--- src/hw/rtl/assert_macros.svh ---
// Assertion macros used by the scanner RTL file
`ifndef ASSERT_MACROS_SVH
`define ASSERT_MACROS_SVH

// Check a condition at every clock edge out of reset
`define ASSERT_ALWAYS(label, expr, msg) \
  label: assert property (@(posedge clk_i) disable iff (!rst_ni) (expr)) else $error(msg);

// Check a consequent in the same cycle as its antecedent
`define ASSERT_IMPL(label, ante, cons, msg) \
  label: assert property (@(posedge clk_i) disable iff (!rst_ni) (ante) |-> (cons)) \
    else $error(msg);

// Check a consequent in the cycle after its antecedent
`define ASSERT_NEXT(label, ante, cons, msg) \
  label: assert property (@(posedge clk_i) disable iff (!rst_ni) (ante) |=> (cons)) \
    else $error(msg);

`endif

--- src/hw/rtl/amss_pkg.sv ---
// Types, constants and segment table for the millivolt seven-segment scanner
`timescale 1ns / 1ps
package amss_pkg;

  localparam int unsigned SampleW  = 10;
  localparam int unsigned MvW      = 14;
  localparam int unsigned AdcBits  = 10;
  localparam int unsigned ConvMax  = (1 << AdcBits) - 1;
  localparam int unsigned ProdW    = SampleW + MvW;
  localparam int unsigned QuotW    = ProdW - AdcBits + 1;
  localparam int unsigned RecipW   = 25;
  localparam int unsigned RecipShift = ProdW + RecipW - QuotW;
  localparam logic [RecipW-1:0] Recip =
    RecipW'((64'd1 << RecipShift) / 64'(ConvMax));

  localparam logic [MvW-1:0] FullScaleReset = MvW'(5000);
  localparam logic [MvW-1:0] MvLimit        = MvW'(9999);
  localparam logic [MvW-1:0] PlaceTens      = MvW'(10);
  localparam logic [MvW-1:0] PlaceHundreds  = MvW'(100);
  localparam logic [MvW-1:0] PlaceThousands = MvW'(1000);

  // exact reciprocals for values below 2^14
  localparam logic [15:0] Div10Mul   = 16'd52429;
  localparam int unsigned Div10Shift = 19;
  localparam logic [12:0] Div100Mul  = 13'd5243;
  localparam int unsigned Div100Shift = 19;
  localparam logic [14:0] Div1000Mul = 15'd16778;
  localparam int unsigned Div1000Shift = 24;

  typedef enum logic [0:0] {
    CmdTick   = 1'b0,
    CmdSample = 1'b1
  } cmd_e;

  typedef enum logic [1:0] {
    PosUnits     = 2'd0,
    PosTens      = 2'd1,
    PosHundreds  = 2'd2,
    PosThousands = 2'd3
  } pos_e;

  typedef struct packed {
    cmd_e               command;
    logic [SampleW-1:0] sample;
  } in_word_t;

  typedef struct packed {
    logic [7:0] segments;
    logic [3:0] digit_enable;
    logic [1:0] digit_index;
  } out_word_t;

  function automatic logic [7:0] seg_pattern(input logic [3:0] digit);
    logic [7:0] pat;
    unique case (digit)
      4'd0:    pat = 8'h3F;
      4'd1:    pat = 8'h06;
      4'd2:    pat = 8'h5B;
      4'd3:    pat = 8'h4F;
      4'd4:    pat = 8'h66;
      4'd5:    pat = 8'h6D;
      4'd6:    pat = 8'h7D;
      4'd7:    pat = 8'h07;
      4'd8:    pat = 8'h7F;
      4'd9:    pat = 8'h6F;
      default: pat = 8'h00;
    endcase
    return pat;
  endfunction

endpackage

--- src/hw/rtl/adc_millivolt_seven_segment_scanner_unit.sv ---
// Millivolt seven-segment scanner: sample scaling, digit split and scan output
// A tick word passes the input register and the multiply and divide stages into the output register.
// A sample word gives no output; the new value is seen by any later tick.
// Throughput: one word per cycle while the output is not stalled, through a three-stage pipeline
// (input register, multiply, divide by the converter maximum) and an output register.
// Reset clears all valids, the value to 0, the scan to units and full scale to 5000.
`timescale 1ns / 1ps
`include "assert_macros.svh"
module adc_millivolt_seven_segment_scanner_unit (
  input  logic                      clk_i,
  input  logic                      rst_ni,
  input  logic                      in_valid_i,
  output logic                      in_ready_o,
  input  amss_pkg::in_word_t        in_data_i,
  output logic                      out_valid_o,
  input  logic                      out_ready_i,
  output amss_pkg::out_word_t       out_data_o,
  input  logic                      cfg_we_i,
  input  logic [amss_pkg::MvW-1:0]  cfg_data_i
);
  import amss_pkg::*;

  logic               a_valid_q, a_valid_d;
  cmd_e               a_cmd_q;
  logic [SampleW-1:0] a_sample_q;
  logic               b_valid_q, b_valid_d;
  cmd_e               b_cmd_q;
  logic [ProdW-1:0]   b_prod_q;
  logic               c_valid_q, c_valid_d;
  cmd_e               c_cmd_q;
  logic               out_valid_q, out_valid_d;
  out_word_t          out_data_q, out_data_d;

  logic [MvW-1:0]     fs_q;
  logic [MvW-1:0]     mv_q, mv_d;
  logic [3:0]         digits_q [4];
  logic [3:0]         digits_d [4];
  logic [1:0]         scan_q;

  logic in_accept, out_free, c_tick, c_leave, c_free, b_move, b_free, a_move, a_free;
  logic mv_load, digits_load, out_load;

  logic [ProdW-1:0]        prod;
  logic [ProdW+RecipW-1:0] recip_prod;
  logic [QuotW-1:0]        q_est, q_fix;
  logic [ProdW-1:0]        rem;

  logic [29:0] p10;
  logic [26:0] p100;
  logic [28:0] p1000;
  logic [10:0] q10;
  logic [7:0]  q100;
  logic [4:0]  q1000;

  logic [1:0] pos;
  logic       digit_on;

  // handshake and pipeline flow
  assign in_accept = in_valid_i && in_ready_o;
  assign out_free  = !out_valid_q || out_ready_i;
  assign c_tick    = c_valid_q && (c_cmd_q == CmdTick);
  assign c_leave   = c_valid_q && ((c_cmd_q == CmdSample) || out_free);
  assign c_free    = !c_valid_q || c_leave;
  assign b_move    = b_valid_q && c_free;
  assign b_free    = !b_valid_q || c_free;
  assign a_move    = a_valid_q && b_free;
  assign a_free    = !a_valid_q || b_free;
  assign in_ready_o = a_free;

  assign mv_load     = b_move && (b_cmd_q == CmdSample);
  assign digits_load = c_valid_q && (c_cmd_q == CmdSample);
  assign out_load    = c_tick && out_free;

  always_comb begin
    a_valid_d = a_valid_q;
    if (in_accept) begin
      a_valid_d = 1'b1;
    end else if (a_move) begin
      a_valid_d = 1'b0;
    end
    b_valid_d = b_valid_q;
    if (a_move) begin
      b_valid_d = 1'b1;
    end else if (b_move) begin
      b_valid_d = 1'b0;
    end
    c_valid_d = c_valid_q;
    if (b_move) begin
      c_valid_d = 1'b1;
    end else if (c_leave) begin
      c_valid_d = 1'b0;
    end
    out_valid_d = out_valid_q;
    if (out_load) begin
      out_valid_d = 1'b1;
    end else if (out_ready_i) begin
      out_valid_d = 1'b0;
    end
  end

  // scale: reading times full scale
  assign prod = ProdW'(a_sample_q) * ProdW'(fs_q);

  // divide by the converter maximum, correct once, saturate
  always_comb begin
    recip_prod = (ProdW+RecipW)'(b_prod_q) * (ProdW+RecipW)'(Recip);
    q_est      = recip_prod[RecipShift +: QuotW];
    rem        = b_prod_q - ((ProdW'(q_est) << AdcBits) - ProdW'(q_est));
    q_fix      = q_est + QuotW'(rem >= ProdW'(ConvMax));
    if (int'(q_fix) > int'(MvLimit)) begin
      mv_d = MvLimit;
    end else begin
      mv_d = MvW'(q_fix);
    end
  end

  // split the stored value into decimal digits
  always_comb begin
    p10   = 30'(mv_q) * 30'(Div10Mul);
    p100  = 27'(mv_q) * 27'(Div100Mul);
    p1000 = 29'(mv_q) * 29'(Div1000Mul);
    q10   = p10[Div10Shift +: 11];
    q100  = p100[Div100Shift +: 8];
    q1000 = p1000[Div1000Shift +: 5];
    digits_d[0] = 4'(mv_q - (14'({q10, 3'b000}) + 14'({q10, 1'b0})));
    digits_d[1] = 4'(q10 - ({q100, 3'b000} + 11'({q100, 1'b0})));
    digits_d[2] = 4'(q100 - ({q1000, 3'b000} + 8'({q1000, 1'b0})));
    digits_d[3] = 4'(q1000);
  end

  // advance the scan and build the output word
  assign pos = scan_q + 2'd1;

  always_comb begin
    unique case (pos_e'(pos))
      PosUnits:     digit_on = 1'b1;
      PosTens:      digit_on = (mv_q >= PlaceTens);
      PosHundreds:  digit_on = (mv_q >= PlaceHundreds);
      PosThousands: digit_on = (mv_q >= PlaceThousands);
      default:      digit_on = 1'b0;
    endcase
    out_data_d.segments     = seg_pattern(digits_q[pos]);
    out_data_d.digit_enable = digit_on ? (4'd1 << pos) : 4'd0;
    out_data_d.digit_index  = pos;
  end

  always_ff @(posedge clk_i or negedge rst_ni) begin
    if (!rst_ni) begin
      a_valid_q   <= 1'b0;
      b_valid_q   <= 1'b0;
      c_valid_q   <= 1'b0;
      out_valid_q <= 1'b0;
      fs_q        <= FullScaleReset;
      mv_q        <= '0;
      scan_q      <= PosUnits;
      for (int i = 0; i < 4; i++) begin
        digits_q[i] <= '0;
      end
    end else begin
      a_valid_q   <= a_valid_d;
      b_valid_q   <= b_valid_d;
      c_valid_q   <= c_valid_d;
      out_valid_q <= out_valid_d;
      if (cfg_we_i) begin
        fs_q <= cfg_data_i;
      end
      if (mv_load) begin
        mv_q <= mv_d;
      end
      if (digits_load) begin
        for (int i = 0; i < 4; i++) begin
          digits_q[i] <= digits_d[i];
        end
      end
      if (out_load) begin
        scan_q <= pos;
      end
    end
  end

  always_ff @(posedge clk_i) begin
    if (in_accept) begin
      a_cmd_q    <= in_data_i.command;
      a_sample_q <= in_data_i.sample;
    end
    if (a_move) begin
      b_cmd_q  <= a_cmd_q;
      b_prod_q <= prod;
    end
    if (b_move) begin
      c_cmd_q <= b_cmd_q;
    end
    if (out_load) begin
      out_data_q <= out_data_d;
    end
  end

  assign out_valid_o = out_valid_q;
  assign out_data_o  = out_data_q;

  `ASSERT_ALWAYS(a_mv_limit, (mv_q <= MvLimit) && (digits_q[3] <= 4'd9), "value above limit")
  `ASSERT_IMPL(a_enable_match, out_valid_o, (out_data_o.digit_enable == 4'd0) || (out_data_o.digit_enable == (4'd1 << out_data_o.digit_index)), "enable does not match index")
  `ASSERT_IMPL(a_units_shown, out_valid_o && (out_data_o.digit_index == PosUnits), out_data_o.digit_enable == 4'd1, "units digit blanked")
  `ASSERT_NEXT(a_scan_follows, out_load, out_data_o.digit_index == scan_q, "scan position out of step")

endmodule

--- config.mk ---
export PLATFORM = sky130hd
export DESIGN_NAME = adc_millivolt_seven_segment_scanner_unit
export DESIGN_NICKNAME = d
export VERILOG_FILES = /design/src/hw/rtl/amss_pkg.sv /design/src/hw/rtl/adc_millivolt_seven_segment_scanner_unit.sv
export VERILOG_INCLUDE_DIRS = /design/src /design/src/hw/rtl
export SDC_FILE = /design/constraint.sdc
export NUM_CORES = 1
export LEC_CHECK = 0
export BUFFER_PORTS_ARGS = -buffer_cell sky130_fd_sc_hd__buf_2
export CAP_MARGIN = 20
export CELL_PAD_IN_SITES_DETAIL_PLACEMENT = 0
export CELL_PAD_IN_SITES_GLOBAL_PLACEMENT = 1
export CORE_ASPECT_RATIO = 0.9
export CORE_MARGIN = 2
export CORE_UTILIZATION = 35
export CTS_CLUSTER_DIAMETER = 50
export DETAILED_ROUTE_END_ITERATION = 10
export GPL_ROUTABILITY_DRIVEN = 0
export PLACE_DENSITY_LB_ADDON = 0.1
export SLEW_MARGIN = 30
export SYNTH_ARGS = -nofsm -noshare
export SYNTH_HDL_FRONTEND = slang
export SYNTH_SLANG_ARGS = --single-unit
--- constraint.sdc ---
create_clock -name clk_i -period 20.3 [get_ports clk_i]
set_clock_uncertainty 0.05 [all_clocks]
set_input_delay 3.045 -clock clk_i [delete_from_list [all_inputs] [get_ports clk_i]]
set_output_delay 3.045 -clock clk_i [all_outputs]
set_load 0.03 [all_outputs]
Word-level counts from Yosys, hierarchy flattened
Memories as Yosys holds them, arrays and structs flattened. A register that Yosys moved wholly into a read port is not among the register bits.
Index checks and enable logic that the tools add are counted.
{"block": "op_classes", "n_addsub": 10, "multipliers": 5, "div_mod_pow": 0, "order_cmp": 6, "eq_ne": 3, "n_shift": 1, "muxes": 13, "n_bitwise": 2, "n_reduce_logical": 22}
{"op": "multiplier 24 x 21 -> 45 bit, second input constant", "n": 1}
{"op": "multiplier 14 x 14 -> 27 bit, second input constant", "n": 1}
{"op": "greater-or-equal comparator 24 x 10 -> 1 bit, second input constant", "n": 1}
{"op": "multiplier 10 x 14 -> 24 bit", "n": 1}
{"op": "subtractor 24 x 15 -> 24 bit", "n": 1}
{"op": "subtractor 24 bit", "n": 1}
{"op": "multiplier 14 x 13 -> 23 bit, second input constant", "n": 1}
{"op": "multiplier 14 x 16 -> 23 bit, second input constant", "n": 1}
{"op": "adder 15 x 1 -> 15 bit", "n": 1}
{"op": "greater-than comparator 15 x 14 -> 1 bit, second input constant", "n": 1}
{"op": "greater-or-equal comparator 14 x 10 -> 1 bit, second input constant", "n": 1}
{"op": "greater-or-equal comparator 14 x 4 -> 1 bit, second input constant", "n": 1}
{"op": "greater-or-equal comparator 14 x 7 -> 1 bit, second input constant", "n": 1}
{"op": "two-way mux 14 bit", "n": 1}
{"op": "adder 4 bit", "n": 3}
{"op": "subtractor 4 bit", "n": 3}
{"op": "binary-select mux 4 bit (select 2 bit)", "n": 1}
{"op": "logical AND 1 bit", "n": 8}
{"op": "two-way mux 1 bit", "n": 8}
{"op": "two-way mux 4 bit", "n": 2}
{"op": "nonzero test 2 bit", "n": 4}
{"op": "logical OR 1 bit", "n": 5}
{"op": "equality test 2 bit, second input constant", "n": 2}
{"op": "logical NOT 1 bit", "n": 4}
{"op": "other kinds (8)", "n": 8}
{"block": "word_totals", "register_bits": 101, "latch_bits": 0, "mem_bits_rw": 0, "rom_bits": 112, "in_bits": 30, "output_inout_bits": 16, "elab_cells": 82, "memories": 1}
{"memory": "(name not given)", "depth": 16, "word_bits": 7, "read_ports": 1, "rd_ports_with_merged_regs": 1, "write_ports": 0, "line": "amss_pkg.sv:55", "rtl": "unique case (digit)"}

Depth between registers and ports, before layout
Gate-level depths: netlist of the first run.
{"block": "depth", "depth_word": 9, "ltp_mapped": 43, "depth_no_buf": 41}

Least setup slack after synthesis of the first run
Ideal clock, no wire load.
{"block": "synth_path", "kind": "reg2reg", "startpoint": "reg b_prod_q[1]", "endpoint": "reg mv_q[4]", "setup_ns": 0.131, "arrival_time_ns": 8.695, "required_ns": 20.119, "path_slack_ns": 11.423, "stages_incl_launch_ff": 39, "n_path_buf": 1, "synth_period_minus_slack_ns": 8.877, "cell_sequence": "edfxtp_1 -> ha_1 -> fa_1 -> ha_1 -> ha_1 -> ha_1 -> o21a_1 -> o211ai_1 -> o22ai_1 -> o41ai_1 -> a21oi_1 -> o21ai_0 -> nand2b_1 -> a21oi_1 -> nor2_1 -> ha_1 -> inv_1 -> fa_1 -> [... 3 more ...] -> o21ai_0 -> or3_1 -> a31oi_1 -> nor3_1 -> a211oi_1 -> o21a_1 -> or3_1 -> nand4_1 -> ha_1 -> ha_1 -> inv_1 -> nor4_4 -> mux2_2 -> o211a_1 -> a2111oi_0 -> o41a_1 -> buf_6 -> o22ai_1"}
{"block": "synth_between", "elab_chain_cells": 7}
{"item": "from (decl)", "line": "adc_millivolt_seven_segment_scanner_unit.sv:28", "rtl": "logic [ProdW-1:0] b_prod_q;"}
{"item": "from (signal assigned)", "line": "adc_millivolt_seven_segment_scanner_unit.sv:188", "rtl": "b_prod_q <= prod;"}
{"item": "multiplier 24 x 21 -> 45 bit", "line": "adc_millivolt_seven_segment_scanner_unit.sv:106", "rtl": "recip_prod = (ProdW+RecipW)'(b_prod_q) * (ProdW+RecipW)'(Recip);"}
{"item": "subtractor 24 x 15 -> 24 bit", "line": "adc_millivolt_seven_segment_scanner_unit.sv:108", "rtl": "rem = b_prod_q - ((ProdW'(q_est) << AdcBits) - ProdW'(q_est));"}
{"item": "subtractor 24 bit", "line": "adc_millivolt_seven_segment_scanner_unit.sv:108"}
{"item": "greater-or-equal comparator 24 x 10 -> 1 bit", "line": "adc_millivolt_seven_segment_scanner_unit.sv:109", "rtl": "q_fix = q_est + QuotW'(rem >= ProdW'(ConvMax));"}
{"item": "adder 15 x 1 -> 15 bit (*)", "line": "adc_millivolt_seven_segment_scanner_unit.sv:109"}
{"item": "greater-than comparator 15 x 14 -> 1 bit", "line": "adc_millivolt_seven_segment_scanner_unit.sv:110", "rtl": "if (int'(q_fix) > int'(MvLimit)) begin"}
{"item": "two-way mux 14 bit (*)", "line": "adc_millivolt_seven_segment_scanner_unit.sv:110"}
{"item": "to (signal assigned)", "line": "adc_millivolt_seven_segment_scanner_unit.sv:168", "rtl": "mv_q <= mv_d;"}
{"item": "to (decl)", "line": "adc_millivolt_seven_segment_scanner_unit.sv:35", "rtl": "logic [MvW-1:0] mv_q, mv_d;"}
Every way passes the cells marked *; elsewhere a longest branch is shown, timed or not.
A chain may end at the register's enable or synchronous reset.

Final worst setup path of the first run
{"block": "layout_path", "startpoint": "reg b_prod_q[1]", "endpoint": "reg mv_q[7]"}
The elaborated chain is that of the path after synthesis.

==> results.toml, run 1 <==
[timing]
worstMarginPinSlew_ps = 892.2
timing.final.max_slew_violations = 0
period_needed_ps = 10610
fin_hold_ws_ps = 398.1
hold_viol = 0
fmax_mhz = 94.23
rsz0062_at_grt = "no"
min_period_over_period_pct = 52.28
setup_tns_ps = 0
setup_viol = 0
slew_headroom_pct = 40.01

[placement]
place_hpwl_um = 46130
port-buffer-count = 44
dpl_cell_area_um2 = 21350
place_inst = 2879

[worst_setup_path]
crit_slowest_cell = "nor3_1"
r2r_slack_ps = 9690
cp-startpoint = "b_prod_q[1]"
timing.rr.start = "b_prod_q[1]"
cp_max_fo = 10
cp.arrival_ps = 10800
timing.rr.end = "mv_q[7]"
crit_path_frequent_cell = "ha_1"
critPathKind = "register to register"
cp_slowest_stage_delay_ps = 640
cp-start-kind = "register"
cp.required_ps = 20490
endpoint = "mv_q[7]"
reg2regPathDepth = 37
cp-end-kind = "register"

[synth]
synth_top_family_by_area = "adder cells"
synthesis.nets = 2812
synth-main-ff-cell = "edfxtp_1"
yosysUniqueCellTypes = 84
synth_seq_cells = 100
synthCells = 2100
yosysTopAreaCell = "ha_1"
ys_seq_area_share_pct = 13.61
synthTopCellsByArea = "ha_1, fa_1, inv_1"
synth-async-reset-ratio_pct = 50.00
synth_edf_count = 50
synth-compound-area-share_pct = 9.920
yosysWarnings = 0
syn-mean-instance-area_um2 = 9.652
synthesis.area_um2 = 20270
synthXorXnorAreaFrac_pct = 4.093
synth.area.mux_share_pct = 1.747
yosys.area.top_type_share_pct = 27.47
yosys.area_share.simple_pct = 11.15
synthAdderAreaFrac_pct = 50.88

[route]
route.met3.wl_um = 939
first_pass_iters = 5
drt_iter0_drc = 786
maxUsedRoutingLayer = "met4"
num_vias = 14290
route.detailed.drc = 0
via_per_inst = 4.935
postRouteAntennaNets = 0
wl_met2_um = 27040
wirelength_met1_um = 26010
wire_per_inst_um = 18.92
finalWirelength_um = 54770

[clocking]
h-tree-depth = 3
clk_path_buf_depth = 2
root_buffer = "clkbuf_16"
cts_made_buffers = 9
post_cts_buffers = 0
clkSinkCount = 100
hold_buffers = 0
clkTransAtPathRegs_ps = 70
post_cts_resized = 0
cts_tree = "built"
clk-insertion-delay-late_ps = 380

[finish]
antenna_cells = 0
layout_common_cells = "ha_1, inv_1, fa_1"
synthToLayoutAreaGrowth_pct = 6.741
stdcell_count = 2895
seqCellArea_um2 = 2759
nNetsFinal = 2837
final_common_cell = "ha_1"
drive_above_1_share_pct = 6.244
multi_input_area_um2 = 15770
n_fill_cell = 5847
stdcell_area_um2 = 21640

[floorplan]
initial_core_util_pct = 35.49
fp.coreArea_um2 = 57120
pin_count = 46
dieArea_um2 = 59860
die_w_um = 257.7
die-height_um = 232.3
row_count = 83

[global_route]
grt_max_degree = 51
grt_pass1_vias = 15210
antenna_found_initial = 0
grtUsageTotal_pct = 19.05
grt_overflow = 0
grt_pass1_wl_um = 87380

[job]
maxCapViolCount = 0

[status]
outcome = "finished, final reports clean"

[hold_path]
holdCritPathClass = "register to register"
[synthesized netlist by cell type (8+ instances only)]
library cell and count:
fa_1 237, clkbuf_1 37, xnor2_1 64, o21ai_0 73, inv_1 410, o21a_1 11
nand2b_1 18, o21bai_1 10, ha_1 445, nor2b_1 16, a31oi_1 14, nor2_1 59
and3_1 15, mux2_2 19, a21oi_1 68, o22ai_1 12, xor2_1 23, or2_2 8
nand3_1 20, nor3_1 23, edfxtp_1 50, nand2_1 155, and2_1 65, nand4_1 14
a211oi_1 13, a21o_1 28, dfrtp_1 45
[worst min-delay path by stage]
| stage | from | endpoint | cells after the start |
|---|---|---|---|
| final | a_cmd_q | b_cmd_q | 0 |
| after global routing | a_cmd_q | b_cmd_q | 0 |
| after CTS | a_cmd_q | b_cmd_q | 0 |
| after detailed placement | a_cmd_q | b_cmd_q | 0 |
| after global placement | a_cmd_q | b_cmd_q | 0 |
| after floorplan | a_cmd_q | b_cmd_q | 0 |
[area by class of cell]
cell class / instances / share of cell area [%]
Multi-Input combinational cell: 1546 / 72.89
Tap cell: 765 / 4.424
Clock inverter: 5 / 0.2429
Sequential cell: 100 / 12.75
Inverter: 410 / 7.113
Clock buffer: 11 / 1.076
Timing Repair Buffer: 58 / 1.504
[stage by stage]
step | util, % | setup WS (ps)
after floorplan | - | 11420
after global routing | 37.88 | 9098
after global placement | 37.38 | 10160
after detailed placement | 37.38 | 9881
final | 37.88 | 9688
after CTS | 37.88 | 9821
[sequential cells by signal, summed over array words and instances, names as in the netlist]
signal	count
out_data_o	13
scan_q	2
b_valid_q	1
fs_q	14
mv_q	14
a_sample_q	10
c_valid_q	1
b_prod_q	24
b_cmd_q	1
a_cmd_q	1
out_valid_o	1
digits_q	16
a_valid_q	1
c_cmd_q	1
[critical path: cells and delay by family (launching register included)]
family          cells  cell delay, ps
fa+ha+maj          10            3520
compound gates     16            3850
flops               1             460
mux                 1             380
simple gates        7            1910
buf+inv             3             280
[kinds of logic after synthesis]
kind of cell    Yosys count
fa+ha+maj               682
mux                      28
xor+xnor                 90
compound gates          305
flops                   100
other cells               1
buf+inv                 454
simple gates            440
[per-layer routing]
layer  global-route usage [%]  vias up
met1                    25.74     7067
met4                    3.613        0
met2                    33.48      162
li1                         -     7022
met5                        0        -
met3                    1.517       37
Power of run 1 is left out: the tool's default activity adds up to more than one toggle a clock period on the data nets, which glitch-free logic cannot reach.
==> inputs of run 2 (changes only) <==
--- a/config.mk
+++ b/config.mk
@@ -6,6 +6,7 @@
 export SDC_FILE = /design/constraint.sdc
 export NUM_CORES = 1
 export LEC_CHECK = 0
+export ABC_AREA = 1
 export BUFFER_PORTS_ARGS = -buffer_cell sky130_fd_sc_hd__buf_2
 export CAP_MARGIN = 20
 export CELL_PAD_IN_SITES_DETAIL_PLACEMENT = 0
==> constraint.sdc (replaced) <==
create_clock -name clk_i -period 9.2 [get_ports clk_i]
set_clock_uncertainty 0.05 [all_clocks]
set_input_delay 1.38 -clock clk_i [delete_from_list [all_inputs] [get_ports clk_i]]
set_output_delay 1.38 -clock clk_i [all_outputs]
set_load 0.03 [all_outputs]
==> run 2 against run 1 <==
Effect of this change:
- cell count is 17% higher
- synthesized cell count up 22%
- hold slack worse by 25 ps
- clock-buffer cell count is 1 lower
- flip-flop and latch count did not move
- non-clock buffer count is 1 lower
- wire length increased by 8.7%
- first-iteration DRC count increased by 9.3%
- via count up 14%
- die area up 3.9%
- area after synthesis increased by 4.0%
- critical path type unchanged
- critical endpoint is now mv_q[5]
- highest routed layer unchanged
==> results.toml, run 2 <==
[clocking]
clkSinkCount = 100
post_cts_buffers = 0
clkTransAtPathRegs_ps = 80
clk_path_buf_depth = 2
post_cts_resized = 0
root_buffer = "clkbuf_16"
cts_made_buffers = 9
h-tree-depth = 3
hold_buffers = 0
cts_tree = "built"
clk-insertion-delay-late_ps = 390

[global_route]
grt_max_degree = 51
antenna_found_initial = 0
grt_pass1_vias = 16750
grt_pass1_wl_um = 95250
grt_overflow = 0
grtUsageTotal_pct = 19.70

[hold_path]
holdPathStages = 0
whs_endpoint = "b_cmd_q"
min_from = "a_cmd_q"
holdCritPathClass = "register to register"

[finish]
drive_above_1_share_pct = 5.135
final_common_cell = "inv_1"
layout_common_cells = "inv_1, nand2_1, ha_1"
stdcell_area_um2 = 22490
synthToLayoutAreaGrowth_pct = 6.745
largest_reg_flops = 24
stdcell_count = 3373
regMostFlops = "b_prod_q"
n_fill_cell = 6247
nNetsFinal = 3297
top_regs = "b_prod_q: 24 flops, digits_q: 16 flops"
seqCellArea_um2 = 2759
multi_input_area_um2 = 16060
antenna_cells = 0

[synth]
synthCells = 2555
synth_top_cells_by_count = "inv_1, nand2_1, ha_1"
ys_seq_area_share_pct = 13.09
synth_seq_cells = 100
yosysWarnings = 0
synthesis.nets = 3267
yosysUniqueCellTypes = 55
synthTopCellsByArea = "ha_1, fa_1, inv_1"
synth-main-ff-cell = "edfxtp_1"
syn-mean-instance-area_um2 = 8.248
synth.most_common_cell = "inv_1"
synthesis.area_um2 = 21070
synth-async-reset-ratio_pct = 50.00
yosysTopAreaCell = "ha_1"
yosys.area.top_type_share_pct = 26.42
synth_edf_count = 50

[route]
finalWirelength_um = 59550
first_pass_iters = 5
via_per_inst = 4.830
drt_iter0_drc = 859
wl_met2_um = 24660
wirelength_met1_um = 31440
num_vias = 16290
maxUsedRoutingLayer = "met4"
route.detailed.drc = 0
wire_per_inst_um = 17.65
postRouteAntennaNets = 0
route.met3.wl_um = 3051

[worst_setup_path]
cp_slowest_stage_delay_ps = 800
r2r_slack_ps = 1010
cp_top_family = "adder cells"
cp-end-kind = "register"
cp.arrival_ps = 8390
timing.rr.end = "mv_q[5]"
reg2regPathDepth = 36
critPathKind = "register to register"
critical_path_buf_inv_count = 1
cp-start-kind = "register"
crit_path_frequent_cell = "nand3_1"
cp_max_fo = 12
crit_slowest_cell = "a2111oi_0"
cp.required_ps = 9400
timing.rr.start = "b_prod_q[18]"

[floorplan]
fp.coreArea_um2 = 59660
initial_core_util_pct = 35.32
row_count = 85
die_w_um = 262.6
dieArea_um2 = 62190
die-height_um = 236.8
pin_count = 46

[timing]
hold_viol = 0
rsz0062_at_grt = "no"
period_needed_ps = 8188
fmax_mhz = 122.1
slew_headroom_pct = 35.84
worstMarginPinSlew_ps = 959.2
setup_viol = 0
setup_tns_ps = 0
timing.final.max_slew_violations = 0
min_period_over_period_pct = 89.00

[placement]
place_inst = 3357
place_hpwl_um = 50230
dpl_cell_area_um2 = 22210
port-buffer-count = 44

[status]
outcome = "finished, final reports clean"

[job]
maxCapViolCount = 0
## run 2: cell types whose count changed after synthesis, moves of 18 or more
cell     delta
nand2_1   +348
inv_1     +145
nor2_1     +73
nand3_1    +70
and2_1     -63
a21oi_1    +62
xnor2_1    -39
xor2_1     +19
a21o_1     -18
## run 2: layout make-up
class                           count  share of cell area [%]
Inverter                          560                   9.345
Clock inverter                      6                  0.2281
Multi-Input combinational cell   1857                   71.38
Timing Repair Buffer               57                   1.413
Clock buffer                       10                   1.018
Tap cell                          783                   4.355
Sequential cell                   100                   12.26
## run 2: per-layer routing
metal / global-route usage [%] / vias up
li1: - / 8142
met1: 30.44 / 7833
met2: 29.31 / 295
met3: 3.182 / 23
met4: 2.508 / 0
met5: 0 / -
## run 2: how the worst max path moves through the flow
stage	to	slack (ps)	cells after the start	start
3_3_place_gp	mv_q[2]	1190	48	b_prod_q[3]
3_5_place_dp	mv_q[9]	1170	38	b_prod_q[18]
6_report	mv_q[5]	1010	36	b_prod_q[18]
5_1_grt	mv_q[0]	280	38	b_prod_q[18]
2_1_floorplan	mv_q[10]	2190	35	b_prod_q[18]
4_1_cts	mv_q[9]	1120	38	b_prod_q[18]
## run 2: worst reg2reg max path: cells and delay by family (launching register included)
| family | cells | cell delay [ps] |
|---|---|---|
| flip-flops | 1 | 520 |
| AND/OR/NAND/NOR | 20 | 2530 |
| AO/OA/AOI/OAI | 7 | 2080 |
| buffers and inverters | 1 | 70 |
| adder cells (fa/ha/maj) | 8 | 2810 |
## run 2: cells by family after synthesis
family                   synth area share (%)
adder cells (fa/ha/maj)                 48.94
other                                 0.01780
XOR/XNOR                                2.939
multiplexers                           0.7481
buffers and inverters                   10.74
AND/OR/NAND/NOR                         16.33
flip-flops                              13.09
AO/OA/AOI/OAI                           7.190
## run 2: stage by stage
step / util, % / hold slack, ps / worst slack (ps)
after global placement: 37.22 / 356.7 / 1195
final: 37.70 / 373.1 / 1012
after floorplan: - / 350.3 / 2192
after global routing: 37.70 / 381.6 / 276.8
after detailed placement: 37.22 / 368.5 / 1165
after CTS: 37.69 / 372.3 / 1124
Power of run 2 is left out for the same reason.
